File: src/rtl/core/itrd_pkg.sv
// ----------------------------------------------------------------------------
// itrd_pkg: shared types and constants for integer_to_radix_digits
// Field widths, character codes, controller states and the command and status
// structs that tie the controller to the datapath.
// ----------------------------------------------------------------------------
`default_nettype none

package itrd_pkg;

  localparam int VALUE_W       = 32;
  localparam int CHAR_W        = 8;
  localparam int DIGIT_W       = 4;
  localparam int COUNT_W       = 5;
  localparam int CFG_INDEX_W   = 2;
  localparam int CFG_DATA_W    = 64;
  localparam int SYMBOL_SLOTS  = 16;
  localparam int SYMS_PER_WORD = CFG_DATA_W / CHAR_W;
  localparam int DIGIT_SLOTS   = 32;
  localparam int SLOT_W        = $clog2(DIGIT_SLOTS);
  localparam int TOTAL_W       = SLOT_W + 1;
  localparam int BITS_PER_STEP = 8;
  localparam int STEPS_PER_DIG = VALUE_W / BITS_PER_STEP;
  localparam int STEP_W        = $clog2(STEPS_PER_DIG);

  localparam logic [CHAR_W-1:0] CHAR_MINUS = 8'h2D;
  localparam logic [CHAR_W-1:0] CHAR_PLUS  = 8'h2B;
  localparam logic [CHAR_W-1:0] CHAR_SPACE = 8'h20;
  localparam logic [CHAR_W-1:0] CHAR_TAB   = 8'h09;
  localparam logic [CHAR_W-1:0] CHAR_CR    = 8'h0D;

  typedef enum logic [CFG_INDEX_W-1:0] {
    REG_SYMBOL_COUNT = 2'd0,
    REG_SYMBOLS_LOW  = 2'd1,
    REG_SYMBOLS_HIGH = 2'd2
  } cfg_reg_t;

  typedef enum logic [2:0] {
    ST_IDLE,
    ST_CHECK,
    ST_DIVIDE,
    ST_SIGN,
    ST_EMIT
  } state_t;

  typedef logic [SYMBOL_SLOTS-1:0][CHAR_W-1:0] sym_table_t;

  typedef struct packed {
    logic load;
    logic divide;
    logic emit_sign;
    logic emit_digit;
  } ctrl_cmd_t;

  typedef struct packed {
    logic negative;
    logic digit_done;
    logic quotient_zero;
    logic final_digit;
    logic slot_free;
  } dp_status_t;

endpackage

`default_nettype wire

File: src/rtl/core/itrd_channels.sv
// ----------------------------------------------------------------------------
// itrd channels: valid/ready interfaces of integer_to_radix_digits
// Input value channel, character output channel and register write channel.
// ----------------------------------------------------------------------------
`default_nettype none

interface itrd_value_if;
  logic                                valid;
  logic                                ready;
  logic signed [itrd_pkg::VALUE_W-1:0] value;

  modport source (output valid, output value, input ready);
  modport sink   (input valid, input value, output ready);
endinterface

interface itrd_char_if;
  logic                         valid;
  logic                         ready;
  logic [itrd_pkg::CHAR_W-1:0]  character;
  logic                         last;

  modport source (output valid, output character, output last, input ready);
  modport sink   (input valid, input character, input last, output ready);
endinterface

interface itrd_cfg_if;
  logic                             valid;
  logic                             ready;
  logic [itrd_pkg::CFG_INDEX_W-1:0] index;
  logic [itrd_pkg::CFG_DATA_W-1:0]  data;

  modport source (output valid, output index, output data, input ready);
  modport sink   (input valid, input index, input data, output ready);
endinterface

`default_nettype wire

File: src/rtl/core/itrd_cfg.sv
// ----------------------------------------------------------------------------
// itrd_cfg: register file and base check
// Holds the radix and the symbol bytes in use, and registers whether the
// configured symbol set forms a valid base.
// ----------------------------------------------------------------------------
`default_nettype none

module itrd_cfg #(
  parameter int MAX_SYMBOLS = 16
) (
  input  logic                              clk,
  input  logic                              rst,
  itrd_cfg_if.sink                          cfg,
  output logic [itrd_pkg::COUNT_W-1:0]      radix,
  output itrd_pkg::sym_table_t              sym_tab,
  output logic                              base_ok
);
  import itrd_pkg::*;

  logic [MAX_SYMBOLS-1:0][CHAR_W-1:0] sym;
  logic                               wr_count;
  logic                               wr_low;
  logic                               wr_high;
  logic                               base_ok_next;

  function automatic logic bad_symbol(input logic [CHAR_W-1:0] s);
    return (s == '0) || (s == CHAR_PLUS) || (s == CHAR_MINUS) || (s == CHAR_SPACE) ||
           ((s >= CHAR_TAB) && (s <= CHAR_CR));
  endfunction

  assign cfg.ready = 1'b1;
  assign wr_count  = cfg.valid && (cfg.index == REG_SYMBOL_COUNT);
  assign wr_low    = cfg.valid && (cfg.index == REG_SYMBOLS_LOW);
  assign wr_high   = cfg.valid && (cfg.index == REG_SYMBOLS_HIGH);

  always_ff @(posedge clk) begin
    if (rst) begin
      radix <= '0;
    end else if (wr_count) begin
      radix <= cfg.data[COUNT_W-1:0];
    end
  end

  // only the bytes that can ever be in use are stored
  for (genvar k = 0; k < SYMBOL_SLOTS; k++) begin : g_sym
    if (k < MAX_SYMBOLS) begin : g_used
      if (k < SYMS_PER_WORD) begin : g_low
        always_ff @(posedge clk) begin
          if (rst) begin
            sym[k] <= '0;
          end else if (wr_low) begin
            sym[k] <= cfg.data[CHAR_W*k +: CHAR_W];
          end
        end
      end else begin : g_high
        always_ff @(posedge clk) begin
          if (rst) begin
            sym[k] <= '0;
          end else if (wr_high) begin
            sym[k] <= cfg.data[CHAR_W*(k-SYMS_PER_WORD) +: CHAR_W];
          end
        end
      end
      assign sym_tab[k] = sym[k];
    end else begin : g_unused
      assign sym_tab[k] = '0;
    end
  end

  // pairwise compares, all independent
  always_comb begin
    base_ok_next = (radix >= COUNT_W'(2)) && (radix <= COUNT_W'(MAX_SYMBOLS));
    for (int i = 0; i < MAX_SYMBOLS; i++) begin
      if (COUNT_W'(i) < radix) begin
        if (bad_symbol(sym[i])) begin
          base_ok_next = 1'b0;
        end
        for (int j = i + 1; j < MAX_SYMBOLS; j++) begin
          if ((COUNT_W'(j) < radix) && (sym[j] == sym[i])) begin
            base_ok_next = 1'b0;
          end
        end
      end
    end
  end

  always_ff @(posedge clk) begin
    if (rst) begin
      base_ok <= 1'b0;
    end else begin
      base_ok <= base_ok_next;
    end
  end

  // the flag is registered and so trails a radix write; check the unregistered value
  a_radix_range: assert property (@(posedge clk) disable iff (rst)
    base_ok_next |-> (radix >= COUNT_W'(2)) && (radix <= COUNT_W'(MAX_SYMBOLS)))
    else $error("valid base flagged with radix out of range");

endmodule

`default_nettype wire

File: src/rtl/core/itrd_ctrl.sv
// ----------------------------------------------------------------------------
// itrd_ctrl: sequencing state machine
// Steps one value through base check, digit extraction, sign and digit output.
// ----------------------------------------------------------------------------
`default_nettype none

module itrd_ctrl (
  input  logic                  clk,
  input  logic                  rst,
  input  logic                  in_valid,
  output logic                  in_ready,
  input  logic                  base_ok,
  input  itrd_pkg::dp_status_t  status,
  output itrd_pkg::ctrl_cmd_t   cmd
);
  import itrd_pkg::*;

  state_t state;
  state_t state_next;

  always_ff @(posedge clk) begin
    if (rst) begin
      state <= ST_IDLE;
    end else begin
      state <= state_next;
    end
  end

  always_comb begin
    state_next = state;
    unique case (state)
      ST_IDLE: begin
        if (in_valid) state_next = ST_CHECK;
      end
      ST_CHECK: begin
        state_next = base_ok ? ST_DIVIDE : ST_IDLE;
      end
      ST_DIVIDE: begin
        if (status.digit_done && status.quotient_zero) begin
          state_next = status.negative ? ST_SIGN : ST_EMIT;
        end
      end
      ST_SIGN: begin
        if (status.slot_free) state_next = ST_EMIT;
      end
      ST_EMIT: begin
        if (status.slot_free && status.final_digit) state_next = ST_IDLE;
      end
      default: state_next = ST_IDLE;
    endcase
  end

  always_comb begin
    in_ready       = 1'b0;
    cmd            = '0;
    unique case (state)
      ST_IDLE: begin
        in_ready = 1'b1;
        cmd.load = in_valid;
      end
      ST_CHECK: ;
      ST_DIVIDE: cmd.divide = 1'b1;
      ST_SIGN:   cmd.emit_sign = status.slot_free;
      ST_EMIT:   cmd.emit_digit = status.slot_free;
      default: ;
    endcase
  end

  a_sign_only_negative: assert property (@(posedge clk) disable iff (rst)
    (state == ST_SIGN) |-> status.negative)
    else $error("sign state entered for a non-negative value");

  a_emit_into_free_slot: assert property (@(posedge clk) disable iff (rst)
    (cmd.emit_sign || cmd.emit_digit) |-> status.slot_free)
    else $error("character issued into an occupied output register");

endmodule

`default_nettype wire

File: src/rtl/core/itrd_datapath.sv
// ----------------------------------------------------------------------------
// itrd_datapath: magnitude divider, digit store and output register
// Restoring division by the radix, eight quotient bits per cycle; remainders
// are kept least significant first and read back in reverse.
// ----------------------------------------------------------------------------
`default_nettype none

module itrd_datapath (
  input  logic                                 clk,
  input  logic                                 rst,
  input  itrd_pkg::ctrl_cmd_t                  cmd,
  output itrd_pkg::dp_status_t                 status,
  input  logic signed [itrd_pkg::VALUE_W-1:0]  in_value,
  input  logic [itrd_pkg::COUNT_W-1:0]         radix,
  input  itrd_pkg::sym_table_t                 sym_tab,
  input  logic                                 out_ready,
  output logic                                 out_valid,
  output logic [itrd_pkg::CHAR_W-1:0]          out_char,
  output logic                                 out_last
);
  import itrd_pkg::*;

  logic                 negative;
  logic [VALUE_W-1:0]   mag;
  logic [VALUE_W-1:0]   mag_next;
  logic [VALUE_W-1:0]   value_u;
  logic [DIGIT_W-1:0]   rem;
  logic [DIGIT_W-1:0]   rem_next;
  logic [COUNT_W-1:0]   partial;
  logic [STEP_W-1:0]    step;
  logic [TOTAL_W-1:0]   cnt;
  logic [TOTAL_W-1:0]   cnt_m1;
  logic [DIGIT_W-1:0]   store [DIGIT_SLOTS];

  assign value_u = VALUE_W'(in_value);
  assign cnt_m1  = cnt - TOTAL_W'(1);

  // eight restoring steps; remainder always stays below the radix
  always_comb begin
    mag_next = mag;
    rem_next = rem;
    partial  = '0;
    for (int b = 0; b < BITS_PER_STEP; b++) begin
      partial  = {rem_next, mag_next[VALUE_W-1]};
      mag_next = {mag_next[VALUE_W-2:0], 1'b0};
      if (partial >= radix) begin
        rem_next    = DIGIT_W'(partial - radix);
        mag_next[0] = 1'b1;
      end else begin
        rem_next = DIGIT_W'(partial);
      end
    end
  end

  always_ff @(posedge clk) begin
    if (rst) begin
      negative <= 1'b0;
      step     <= '0;
      cnt      <= '0;
    end else if (cmd.load) begin
      negative <= in_value[VALUE_W-1];
      step     <= '0;
      cnt      <= '0;
    end else if (cmd.divide) begin
      step <= step + STEP_W'(1);
      if (&step) cnt <= cnt + TOTAL_W'(1);
    end else if (cmd.emit_digit) begin
      cnt <= cnt_m1;
    end
  end

  always_ff @(posedge clk) begin
    if (cmd.load) begin
      mag <= in_value[VALUE_W-1] ? (~value_u + VALUE_W'(1)) : value_u;
      rem <= '0;
    end else if (cmd.divide) begin
      mag <= mag_next;
      rem <= (&step) ? '0 : rem_next;
    end
  end

  always_ff @(posedge clk) begin
    if (cmd.divide && (&step)) begin
      store[cnt[SLOT_W-1:0]] <= rem_next;
    end
  end

  always_ff @(posedge clk) begin
    if (rst) begin
      out_valid <= 1'b0;
    end else if (cmd.emit_sign || cmd.emit_digit) begin
      out_valid <= 1'b1;
    end else if (out_ready) begin
      out_valid <= 1'b0;
    end
  end

  always_ff @(posedge clk) begin
    if (cmd.emit_sign) begin
      out_char <= CHAR_MINUS;
      out_last <= 1'b0;
    end else if (cmd.emit_digit) begin
      out_char <= sym_tab[store[cnt_m1[SLOT_W-1:0]]];
      out_last <= (cnt == TOTAL_W'(1));
    end
  end

  assign status.negative      = negative;
  assign status.digit_done    = &step;
  assign status.quotient_zero = (mag_next == '0);
  assign status.final_digit   = (cnt == TOTAL_W'(1));
  assign status.slot_free     = !out_valid || out_ready;

  a_store_in_range: assert property (@(posedge clk) disable iff (rst)
    (cmd.divide && (&step)) |-> !cnt[TOTAL_W-1])
    else $error("digit store overflow");

  a_emit_has_digit: assert property (@(posedge clk) disable iff (rst)
    cmd.emit_digit |-> (cnt != '0))
    else $error("digit read from an empty store");

  a_last_on_final: assert property (@(posedge clk) disable iff (rst)
    (cmd.emit_digit && (cnt == TOTAL_W'(1))) |=> (out_valid && out_last))
    else $error("final digit not flagged as last");

endmodule

`default_nettype wire

File: src/rtl/core/integer_to_radix_digits.sv
// ----------------------------------------------------------------------------
// integer_to_radix_digits: signed 32-bit integer to text in a configured base
// Top level: register file, sequencing controller and conversion datapath.
// ----------------------------------------------------------------------------
//
// Each transaction on item carries one signed 32-bit value; the block answers
// with that value's text on the text channel, one character per transaction,
// most significant digit first, a leading '-' for negative values and last set
// on the final character. The most negative value is written with magnitude
// 2147483648, and zero is written as the digit-0 symbol. The radix is the
// symbol_count register (index 0); symbol bytes for digits 0-7 and 8-15 sit in
// registers 1 and 2, digit 0 / digit 8 in the low byte. If the base is
// invalid (fewer than two or more than MAX_SYMBOLS symbols, a symbol that is
// zero, '+', '-', space or 9..13, or a repeated symbol) the value produces no
// characters. Registers must be written over cfg only while the block is idle;
// the block itself does not enforce this. A write to index 3 is dropped. One
// value at a time: after acceptance the controller checks the base, then
// the divider extracts the digits (it resolves 8 quotient bits per cycle
// against the radix), then one character leaves per cycle while text is
// ready. The next value is taken as soon as the last character sits in the
// output register.
//
`default_nettype none

module integer_to_radix_digits #(
  parameter int MAX_SYMBOLS = 16
) (
  input  logic           clk,
  input  logic           rst,
  itrd_value_if.sink     item,
  itrd_char_if.source    text,
  itrd_cfg_if.sink       cfg
);
  import itrd_pkg::*;

  logic [COUNT_W-1:0] radix;
  sym_table_t         sym_tab;
  logic               base_ok;
  ctrl_cmd_t          cmd;
  dp_status_t         status;
  logic               in_ready;
  logic               out_valid;
  logic [CHAR_W-1:0]  out_char;
  logic               out_last;

  // Radix and symbol registers, base validity registered every cycle.
  itrd_cfg #(
    .MAX_SYMBOLS (MAX_SYMBOLS)
  ) u_cfg (
    .clk     (clk),
    .rst     (rst),
    .cfg     (cfg),
    .radix   (radix),
    .sym_tab (sym_tab),
    .base_ok (base_ok)
  );

  // Sequencer: accept, check, divide, sign, emit.
  itrd_ctrl u_ctrl (
    .clk      (clk),
    .rst      (rst),
    .in_valid (item.valid),
    .in_ready (in_ready),
    .base_ok  (base_ok),
    .status   (status),
    .cmd      (cmd)
  );

  // Divider, digit store and output register.
  itrd_datapath u_dp (
    .clk       (clk),
    .rst       (rst),
    .cmd       (cmd),
    .status    (status),
    .in_value  (item.value),
    .radix     (radix),
    .sym_tab   (sym_tab),
    .out_ready (text.ready),
    .out_valid (out_valid),
    .out_char  (out_char),
    .out_last  (out_last)
  );

  assign item.ready     = in_ready;
  assign text.valid     = out_valid;
  assign text.character = out_char;
  assign text.last      = out_last;

endmodule

`default_nettype wire

File: src/flat_wrapper.sv
// flat-port wrapper written by rule: the top's interface ports become plain ports
module integer_to_radix_digits_flat import itrd_pkg::*;
#(
  parameter int MAX_SYMBOLS = 16
)
  (clk, rst, item_valid, item_value, item_ready, text_valid, text_character, text_last, text_ready, cfg_valid, cfg_index, cfg_data, cfg_ready);
  itrd_value_if item_i ();
  itrd_char_if text_i ();
  itrd_cfg_if cfg_i ();
  input  logic clk;
  input  logic rst;
  input wire logic [$bits(item_i.valid)-1:0] item_valid;
  input wire logic [$bits(item_i.value)-1:0] item_value;
  output wire logic [$bits(item_i.ready)-1:0] item_ready;
  output wire logic [$bits(text_i.valid)-1:0] text_valid;
  output wire logic [$bits(text_i.character)-1:0] text_character;
  output wire logic [$bits(text_i.last)-1:0] text_last;
  input wire logic [$bits(text_i.ready)-1:0] text_ready;
  input wire logic [$bits(cfg_i.valid)-1:0] cfg_valid;
  input wire logic [$bits(cfg_i.index)-1:0] cfg_index;
  input wire logic [$bits(cfg_i.data)-1:0] cfg_data;
  output wire logic [$bits(cfg_i.ready)-1:0] cfg_ready;
  assign item_i.valid = item_valid;
  assign item_i.value = item_value;
  assign item_ready = item_i.ready;
  assign text_valid = text_i.valid;
  assign text_character = text_i.character;
  assign text_last = text_i.last;
  assign text_i.ready = text_ready;
  assign cfg_i.valid = cfg_valid;
  assign cfg_i.index = cfg_index;
  assign cfg_i.data = cfg_data;
  assign cfg_ready = cfg_i.ready;
  integer_to_radix_digits #(.MAX_SYMBOLS(MAX_SYMBOLS)) u_core (.clk(clk), .rst(rst), .item(item_i), .text(text_i), .cfg(cfg_i));
endmodule
File: config.mk
export PLATFORM = sky130hd
export DESIGN_NAME = integer_to_radix_digits_flat
export DESIGN_NICKNAME = d
export VERILOG_FILES = /design/src/rtl/core/itrd_pkg.sv /design/src/rtl/core/itrd_channels.sv /design/src/rtl/core/itrd_cfg.sv /design/src/rtl/core/itrd_ctrl.sv /design/src/rtl/core/itrd_datapath.sv /design/src/rtl/core/integer_to_radix_digits.sv /design/src/flat_wrapper.sv
export SDC_FILE = /design/constraint.sdc
export NUM_CORES = 1
export LEC_CHECK = 0
export BUFFER_PORTS_ARGS = -buffer_cell sky130_fd_sc_hd__buf_2
export CAP_MARGIN = 10
export CORE_ASPECT_RATIO = 1.25
export CORE_MARGIN = 2
export CORE_UTILIZATION = 55
export CTS_CLUSTER_DIAMETER = 60
export DETAILED_ROUTE_END_ITERATION = 16
export PLACE_DENSITY = 0.7
export SYNTH_ARGS = -nofsm -noshare
export SYNTH_HDL_FRONTEND = slang
export SYNTH_SLANG_ARGS = --single-unit
File: constraint.sdc
create_clock -name clk -period 34.4 [get_ports clk]
set_input_delay 3.44 -clock clk [delete_from_list [all_inputs] [get_ports clk]]
set_output_delay 3.44 -clock clk [all_outputs]
set_load 0.02 [all_outputs]
==> results of run 1 <==
==> critical path, delay by kind of cell (launching register included) <==
family	cells	cell delay [ps]
multiplexers	5	1810
AND/OR/NAND/NOR	10	1290
AO/OA/AOI/OAI	30	7440
flip-flops	1	700
buffers and inverters	3	660
adder cells (fa/ha/maj)	8	2600
==> stage by stage <==
step                      area [sq um]  hold slack, ps  worst slack, ps  std cells
after detailed placement         29630           445.7            19600       3869
final                            30780           453.3            19510       3934
after global placement           29630           444.9            20090       3869
after global routing             30780           483.0            18420       3934
after CTS                        30770           456.3            19580       3932
after floorplan                  28500           440.0            20690       3289
==> kinds of logic after synthesis <==
logic type / Yosys count
other: 1
and+or+nand+nor: 922
buffers and inverters: 389
muxes: 162
AOI/OAI and AO/OA: 415
DFF: 320
xor gates and xnor gates: 1025
adders and majority gates: 55
==> routing by layer <==
| layer | up-vias | wire length [um] | GRT usage | share of wire |
|---|---|---|---|---|
| li1 | 11230 | - | - | - |
| met1 | 12540 | 39650 | 0.4749 | 0.36 |
| met4 | 8 | 8771 | 0.2717 | 0.079 |
| met2 | 1727 | 49120 | 0.6342 | 0.44 |
| met3 | 647 | 12900 | 0.1152 | 0.12 |
| met5 | - | 52 | 0 | 0.00047 |
==> sequential cells by signal, summed over array words and instances, names as in the netlist <==
signal	cells
u_core.u_dp.mag	32
u_core.u_dp.out_char	8
u_core.u_dp.negative	1
u_core.u_dp.store	128
u_core.u_dp.out_valid	1
u_core.u_ctrl.state	3
u_core.u_cfg.radix	5
u_core.u_cfg.base_ok	1
u_core.u_dp.step	2
u_core.u_cfg.sym_tab	128
u_core.u_dp.rem	4
u_core.u_dp.out_last	1
u_core.u_dp.cnt	6
==> worst min-delay path by stage <==
| stage | startpoint | to | cells after the start |
|---|---|---|---|
| after floorplan | u_core.u_dp.step[1]$_SDFFE_PP0P_ | u_core.u_dp.step[1]$_SDFFE_PP0P_ | 2 |
| after global placement | u_core.u_dp.out_char[6]$_SDFFE_PP0P_ | u_core.u_dp.out_char[6]$_SDFFE_PP0P_ | 2 |
| after detailed placement | u_core.u_dp.out_char[6]$_SDFFE_PP0P_ | u_core.u_dp.out_char[6]$_SDFFE_PP0P_ | 2 |
| after CTS | u_core.u_cfg.sym_tab[68]$_SDFFE_PP0P_ | u_core.u_cfg.sym_tab[68]$_SDFFE_PP0P_ | 2 |
| after global routing | u_core.u_cfg.sym_tab[68]$_SDFFE_PP0P_ | u_core.u_cfg.sym_tab[68]$_SDFFE_PP0P_ | 2 |
| final | u_core.u_cfg.sym_tab[5]$_SDFFE_PP0P_ | u_core.u_cfg.sym_tab[5]$_SDFFE_PP0P_ | 2 |
==> layout by cell type (no fill, tap or decap), drive strengths merged, types with 39 or more instances in the layout <==
| cell | Yosys | final |
|---|---|---|
| edfxtp | 160 | 160 |
| nor4 | 136 | 136 |
| dfxtp | 160 | 160 |
| xor2 | 397 | 397 |
| nor2 | 110 | 110 |
| o21ai | 55 | 55 |
| clkbuf | 174 | 39 |
| ha | 47 | 47 |
| nand3 | 48 | 48 |
| nand4 | 147 | 147 |
| xnor2 | 628 | 628 |
| buf | 175 | 266 |
| nor3 | 58 | 58 |
| a21oi | 195 | 195 |
| mux2i | 111 | 111 |
| nand2 | 339 | 339 |
| inv | 40 | 43 |
==> layout make-up <==
type	instances	area, sq um	share of cell area
multi-input cells	2580	18930	0.6151
flip-flops and latches	320	8008	0.2601
repair buffers	266	1718	0.05581
clock buffers	39	890.9	0.02894
well taps	665	832.0	0.02703
clock inverters	24	249.0	0.008089
inverters	40	150.1	0.004878
==> reports/results.tsv, run 1 <==
stage	metric	value	unit
placed_design	port bufs	113	
synthesis	Syn Inst Count	3289	
synthesis	Ys Warns	0	
global_route	initial antenna violation count	4	
clocking	CTS Buffer Depth	3	
finish	layout cells sized above 1	0.1217	
sta	Setup TNS	0	ps
setup_path	Setup Crit Path Kind	reg -> reg	
setup_path	worst reg-to-reg path cell count	56	
finish	final core occ	0.5999	
finish	FILL cells	4422	
setup_path	FF-to-FF Start	u_core.u_cfg.radix[1]$_SDFFE_PP0P_	
clocking	number of clock sinks	320	
sta	period utilization	0.4328	
synthesis	post-synthesis cell area	28500	sq um
finish	antenna diode instance count	0	
synthesis	Synth area leader	xnor2_1	
die	DIE AREA	53670	sq um
synthesis	top-area cell type share of the netlist area	0.1927	
sta	Max Slew Vio Count	0	
sta	Slew HR	0.1458	
placed_design	hpwl dp	69.69	mm
clocking	CTS Root Cell	clkbuf_16	
route	first-iteration detailed-routing DRC count	3635	
finish	nets	3401	
synthesis	top post-synthesis cells by count	xnor2_1 (627), xor2_1 (395), nand2_1 (339), a21oi_1 (194), clkbuf_1 (174)	
synthesis	register bit total from synthesis	320	
setup_path	CP endpoint kind	flop	
sta	Worst Skew	49.28	ps
sta	final hold vios	0	
die	Starting Density	0.5554	
finish	Area Growth Syn to Fin	7.998	%
die	I/O pin count	115	
sta	RSZ-0062 raised after global routing	false	
synthesis	largest family of logic cells by synthesized area	XOR/XNOR gates	
global_route	first-pass GRT wire length	162.7	mm
clocking	cts hold-fix bufs	0	
route	Final ANT Viol Nets	0	
synthesis	EDFF count, synth	160	
setup_path	CP startpoint	u_core.u_cfg.radix[1]$_SDFFE_PP0P_	
route	DRC violations left	0	
global_route	largest net degree at the start of global routing	82	
global_route	GRT overflow	0	
synthesis	synthesized area per cell	8.666	sq um
die	row cnt	93	
synthesis	post-synthesis simple-gate area fraction	0.1615	
synthesis	Netlist cell types	75	
synthesis	mux contribution to synthesized area	0.07085	
job	max-cap violations	0	
outcome	status	finished, final reports clean	
synthesis	top post-synthesis cells by area	xnor2_1 (19%), edfxtp_1 (17%), xor2_1 (12%)	
setup_path	R2R setup slack	19510	ps
route	WL per Instance	28.09	um
synthesis	sequential fraction of the synthesis area	0.2809	
sta	Final min period	14890	ps
route	routed wire length	110.5	mm
placed_design	RD Place Congestion	1.028	
synthesis	Most used DFF post-synth	edfxtp_1	
global_route	number of global-route vias before repair	25530	
setup_path	worst-path fanout max	33	
route	DR vias/cell	6.647	
synthesis	Synth Area in Adders	0.02625	
setup_path	reg-to-reg endpoint	u_core.u_dp.store[20][3]$_DFFE_PP_	
synthesis	async set or reset register ratio after synthesis	0	
route	via count	26150	
sta	achievable frequency	0.06717	GHz
setup_path	CP Data Required Time	34600	ps
setup_path	CP Data Arrival Time	15090	ps
clocking	Clock Latency Late Sink	600	ps
synthesis	syn nets	3447	
clocking	CTS tree	built	
die	die width	207.6	um
sta	Setup-failing EPs final	0	
min_path	HP Class	reg -> reg	
clocking	TritonCTS Buffers	35	
synthesis	xor/xnor cell area share of the yosys netlist	0.3165	
global_route	Tot GR Track Use	0.4012	
setup_path	most used cell, CP	a21o_1	
synthesis	top-count cell post-synth	xnor2_1	
setup_path	capture point of the worst path	u_core.u_dp.store[20][3]$_DFFE_PP_	
clocking	Worst-path clk slew	60	ps
setup_path	startpoint class of the critical path	flop	
clocking	H-tree levels	2	
setup_path	CP max stage delay	950	ps
synthesis	Compound-Gate Fraction of Synth Area	0.08841	
die	core area	51320	sq um
die	Die H	258.5	um
setup_path	CP max-delay cell	o21ai_2	
clocking	# Post-CTS Setup Buffers	0	
route	DRT Pass-1 Iters	6	
clocking	post-CTS sizing	0	
sta	actual slew at the worst max-slew pin	1277	ps
Power of run 1 is left out: the tool's default activity adds up to more than one toggle a clock period on the data nets, which glitch-free logic cannot reach.
==> inputs of run 2 (changes only) <==
clock period = 14.31 ns   (was 34.4 ns; I/O delays follow)
==> reports/results.tsv, run 2 (synthesis results as in run 1) <==
stage	metric	value	unit	change
setup_path	reg-to-reg endpoint	u_core.u_ctrl.state[2]$_SDFFE_PP0P_		was u_core.u_dp.store[20][3]$_DFFE_PP_
finish	Area Growth Syn to Fin	8.543	%	was 7.998%
setup_path	most used cell, CP	a21o_1		unchanged
global_route	largest net degree at the start of global routing	77		was 82
global_route	Tot GR Track Use	0.4078		was 0.4012
global_route	initial antenna violation count	3		was 4
setup_path	CP max stage delay	560	ps	was 950 ps
sta	Slew HR	0.2268		was 0.1458
die	row cnt	93		unchanged
clocking	H-tree levels	2		unchanged
placed_design	RD Place Congestion	1.012		was 1.028
placed_design	hpwl dp	69.25	mm	was 69.69 mm
die	core area	51320	sq um	unchanged
route	Final ANT Viol Nets	0		unchanged
setup_path	startpoint class of the critical path	flop		unchanged
clocking	# Post-CTS Setup Buffers	0		unchanged
global_route	number of global-route vias before repair	26030		was 25.53k
die	I/O pin count	115		unchanged
min_path	hold path cells	2		unchanged
finish	FILL cells	4503		was 4422
route	WL per Instance	28.32	um	was 28.09 um
min_path	HP Start	u_core.u_cfg.sym_tab[4]$_SDFFE_PP0P_		was u_core.u_cfg.sym_tab[5]$_SDFFE_PP0P_
global_route	first-pass GRT wire length	165.3	mm	was 162.7 mm
clocking	CTS tree	built		unchanged
sta	achievable frequency	0.07573	GHz	was 0.06717 GHz
clocking	Clock Latency Late Sink	590	ps	was 600 ps
min_path	hold worst-path end	u_core.u_cfg.sym_tab[4]$_SDFFE_PP0P_		was u_core.u_cfg.sym_tab[5]$_SDFFE_PP0P_
clocking	cts hold-fix bufs	0		unchanged
sta	Worst Skew	36.45	ps	was 49.28 ps
finish	most common cell after layout, fill and taps aside	xnor2_1		unchanged
finish	highest-count cells in the layout ignoring fill and taps	xnor2_1 (627), xor2_1 (395), nand2_1 (339), a21oi_1 (191), buf_4 (164)		was xnor2_1 (627), xor2_1 (395), nand2_1 (339), a21oi_1 (192)
global_route	GRT overflow	0		unchanged
finish	nets	3413		was 3401
sta	final hold vios	0		unchanged
setup_path	FF-to-FF Start	u_core.u_cfg.radix[2]$_SDFFE_PP0P_		was u_core.u_cfg.radix[1]$_SDFFE_PP0P_
setup_path	CP max-delay cell	dfxtp_1		was o21ai_2
route	DRT Pass-1 Iters	7		was 6
setup_path	CP startpoint	u_core.u_cfg.radix[2]$_SDFFE_PP0P_		was u_core.u_cfg.radix[1]$_SDFFE_PP0P_
sta	Final min period	13210	ps	was 14890 ps
min_path	HP Class	reg -> reg		unchanged
finish	Multi-input gate area	18960	sq um	was 18930 sq um
sta	Setup TNS	0	ps	unchanged
die	die width	207.6	um	unchanged
sta	period utilization	0.9228		was 0.4328
setup_path	CP endpoint kind	flop		unchanged
route	routed wire length	111.9	mm	was 110.5 mm
clocking	Worst-path clk slew	60	ps	about the same
setup_path	CP Data Arrival Time	13700	ps	was 15090 ps
die	DIE AREA	53670	sq um	unchanged
die	Starting Density	0.5554		unchanged
setup_path	worst reg-to-reg path cell count	58		was 56
outcome	status	finished, final reports clean		unchanged
placed_design	port bufs	113		unchanged
sta	RSZ-0062 raised after global routing	false		unchanged
setup_path	R2R setup slack	1100	ps	was 19510 ps
sta	Max Slew Vio Count	0		unchanged
setup_path	Setup Crit Path Kind	reg -> reg		unchanged
finish	layout cells sized above 1	0.1264		was 0.1217
clocking	TritonCTS Buffers	36		was 35
clocking	CTS Buffer Depth	3		unchanged
route	via count	26440		was 26.15k
clocking	number of clock sinks	320		unchanged
setup_path	CP Data Required Time	14800	ps	was 34600 ps
job	max-cap violations	0		unchanged
route	DRC violations left	0		unchanged
die	Die H	258.5	um	unchanged
setup_path	worst-path fanout max	12		was 33
finish	register area	8008	sq um	unchanged
sta	Setup-failing EPs final	0		unchanged
clocking	CTS Root Cell	clkbuf_16		unchanged
route	first-iteration detailed-routing DRC count	3471		was 3635
sta	actual slew at the worst max-slew pin	1160	ps	was 1277 ps
route	DR vias/cell	6.692		was 6.647
## run 2: critical path: cells and delay by family, from the launching register on
kind                       cells  cell delay (ps)
AOI/OAI and AO/OA             31             6410
adders and majority gates      8             2450
buffers and inverters          3              240
DFF                            1              560
muxes                          5             1700
and+or+nand+nor               11             1770
## run 2: how the worst max path moves through the flow
stage | slack (ps) | end | cells after the start
detailed placement | 550 | u_core.u_ctrl.state[2]$_SDFFE_PP0P_ | 58
floorplan | 600 | u_core.u_dp.store[0][3]$_DFFE_PP_ | 59
global placement | 990 | u_core.u_ctrl.state[2]$_SDFFE_PP0P_ | 58
global route | 50 | u_core.u_ctrl.state[2]$_SDFFE_PP0P_ | 58
finish | 1100 | u_core.u_ctrl.state[2]$_SDFFE_PP0P_ | 58
CTS | 530 | u_core.u_ctrl.state[2]$_SDFFE_PP0P_ | 58
## run 2: through the flow
stage | cell area (sq um) | hold slack, ps | instances | utilization | setup WS (ps)
after floorplan | 28500 | 440.0 | 3289 | - | 602.6
after global placement | 29720 | 439.2 | 3881 | 0.5791 | 990.2
after global routing | 30930 | 479.7 | 3948 | 0.6027 | 50.63
final | 30940 | 463.3 | 3951 | 0.6029 | 1104
after detailed placement | 29720 | 442.1 | 3881 | 0.5791 | 546.0
after CTS | 30900 | 462.5 | 3947 | 0.6022 | 525.2
## run 2: area by class of cell
type,instances,area share
Clock inverter,23,0.007401
Clock buffer,43,0.03094
Timing Repair Buffer,277,0.05808
Antenna cell,3,0.0002427
Multi-Input combinational cell,2580,0.6128
Inverter,40,0.004853
Sequential cell,320,0.2588
Tap cell,665,0.02689
## run 2: repair_timing
action,in CTS,in global routing
endpoints found under the hold margin,0,0
setup endpoints to repair,0,135
gates resized for setup,0,5
## run 2: per-layer routing
metal,vias up,track usage,wire (um)
li1,11250,-,-
met1,12650,0.4774,39020
met2,1867,0.6494,50140
met3,663,0.1241,13730
met4,6,0.2681,8992
met5,-,0,27
Power of run 2 is left out for the same reason.
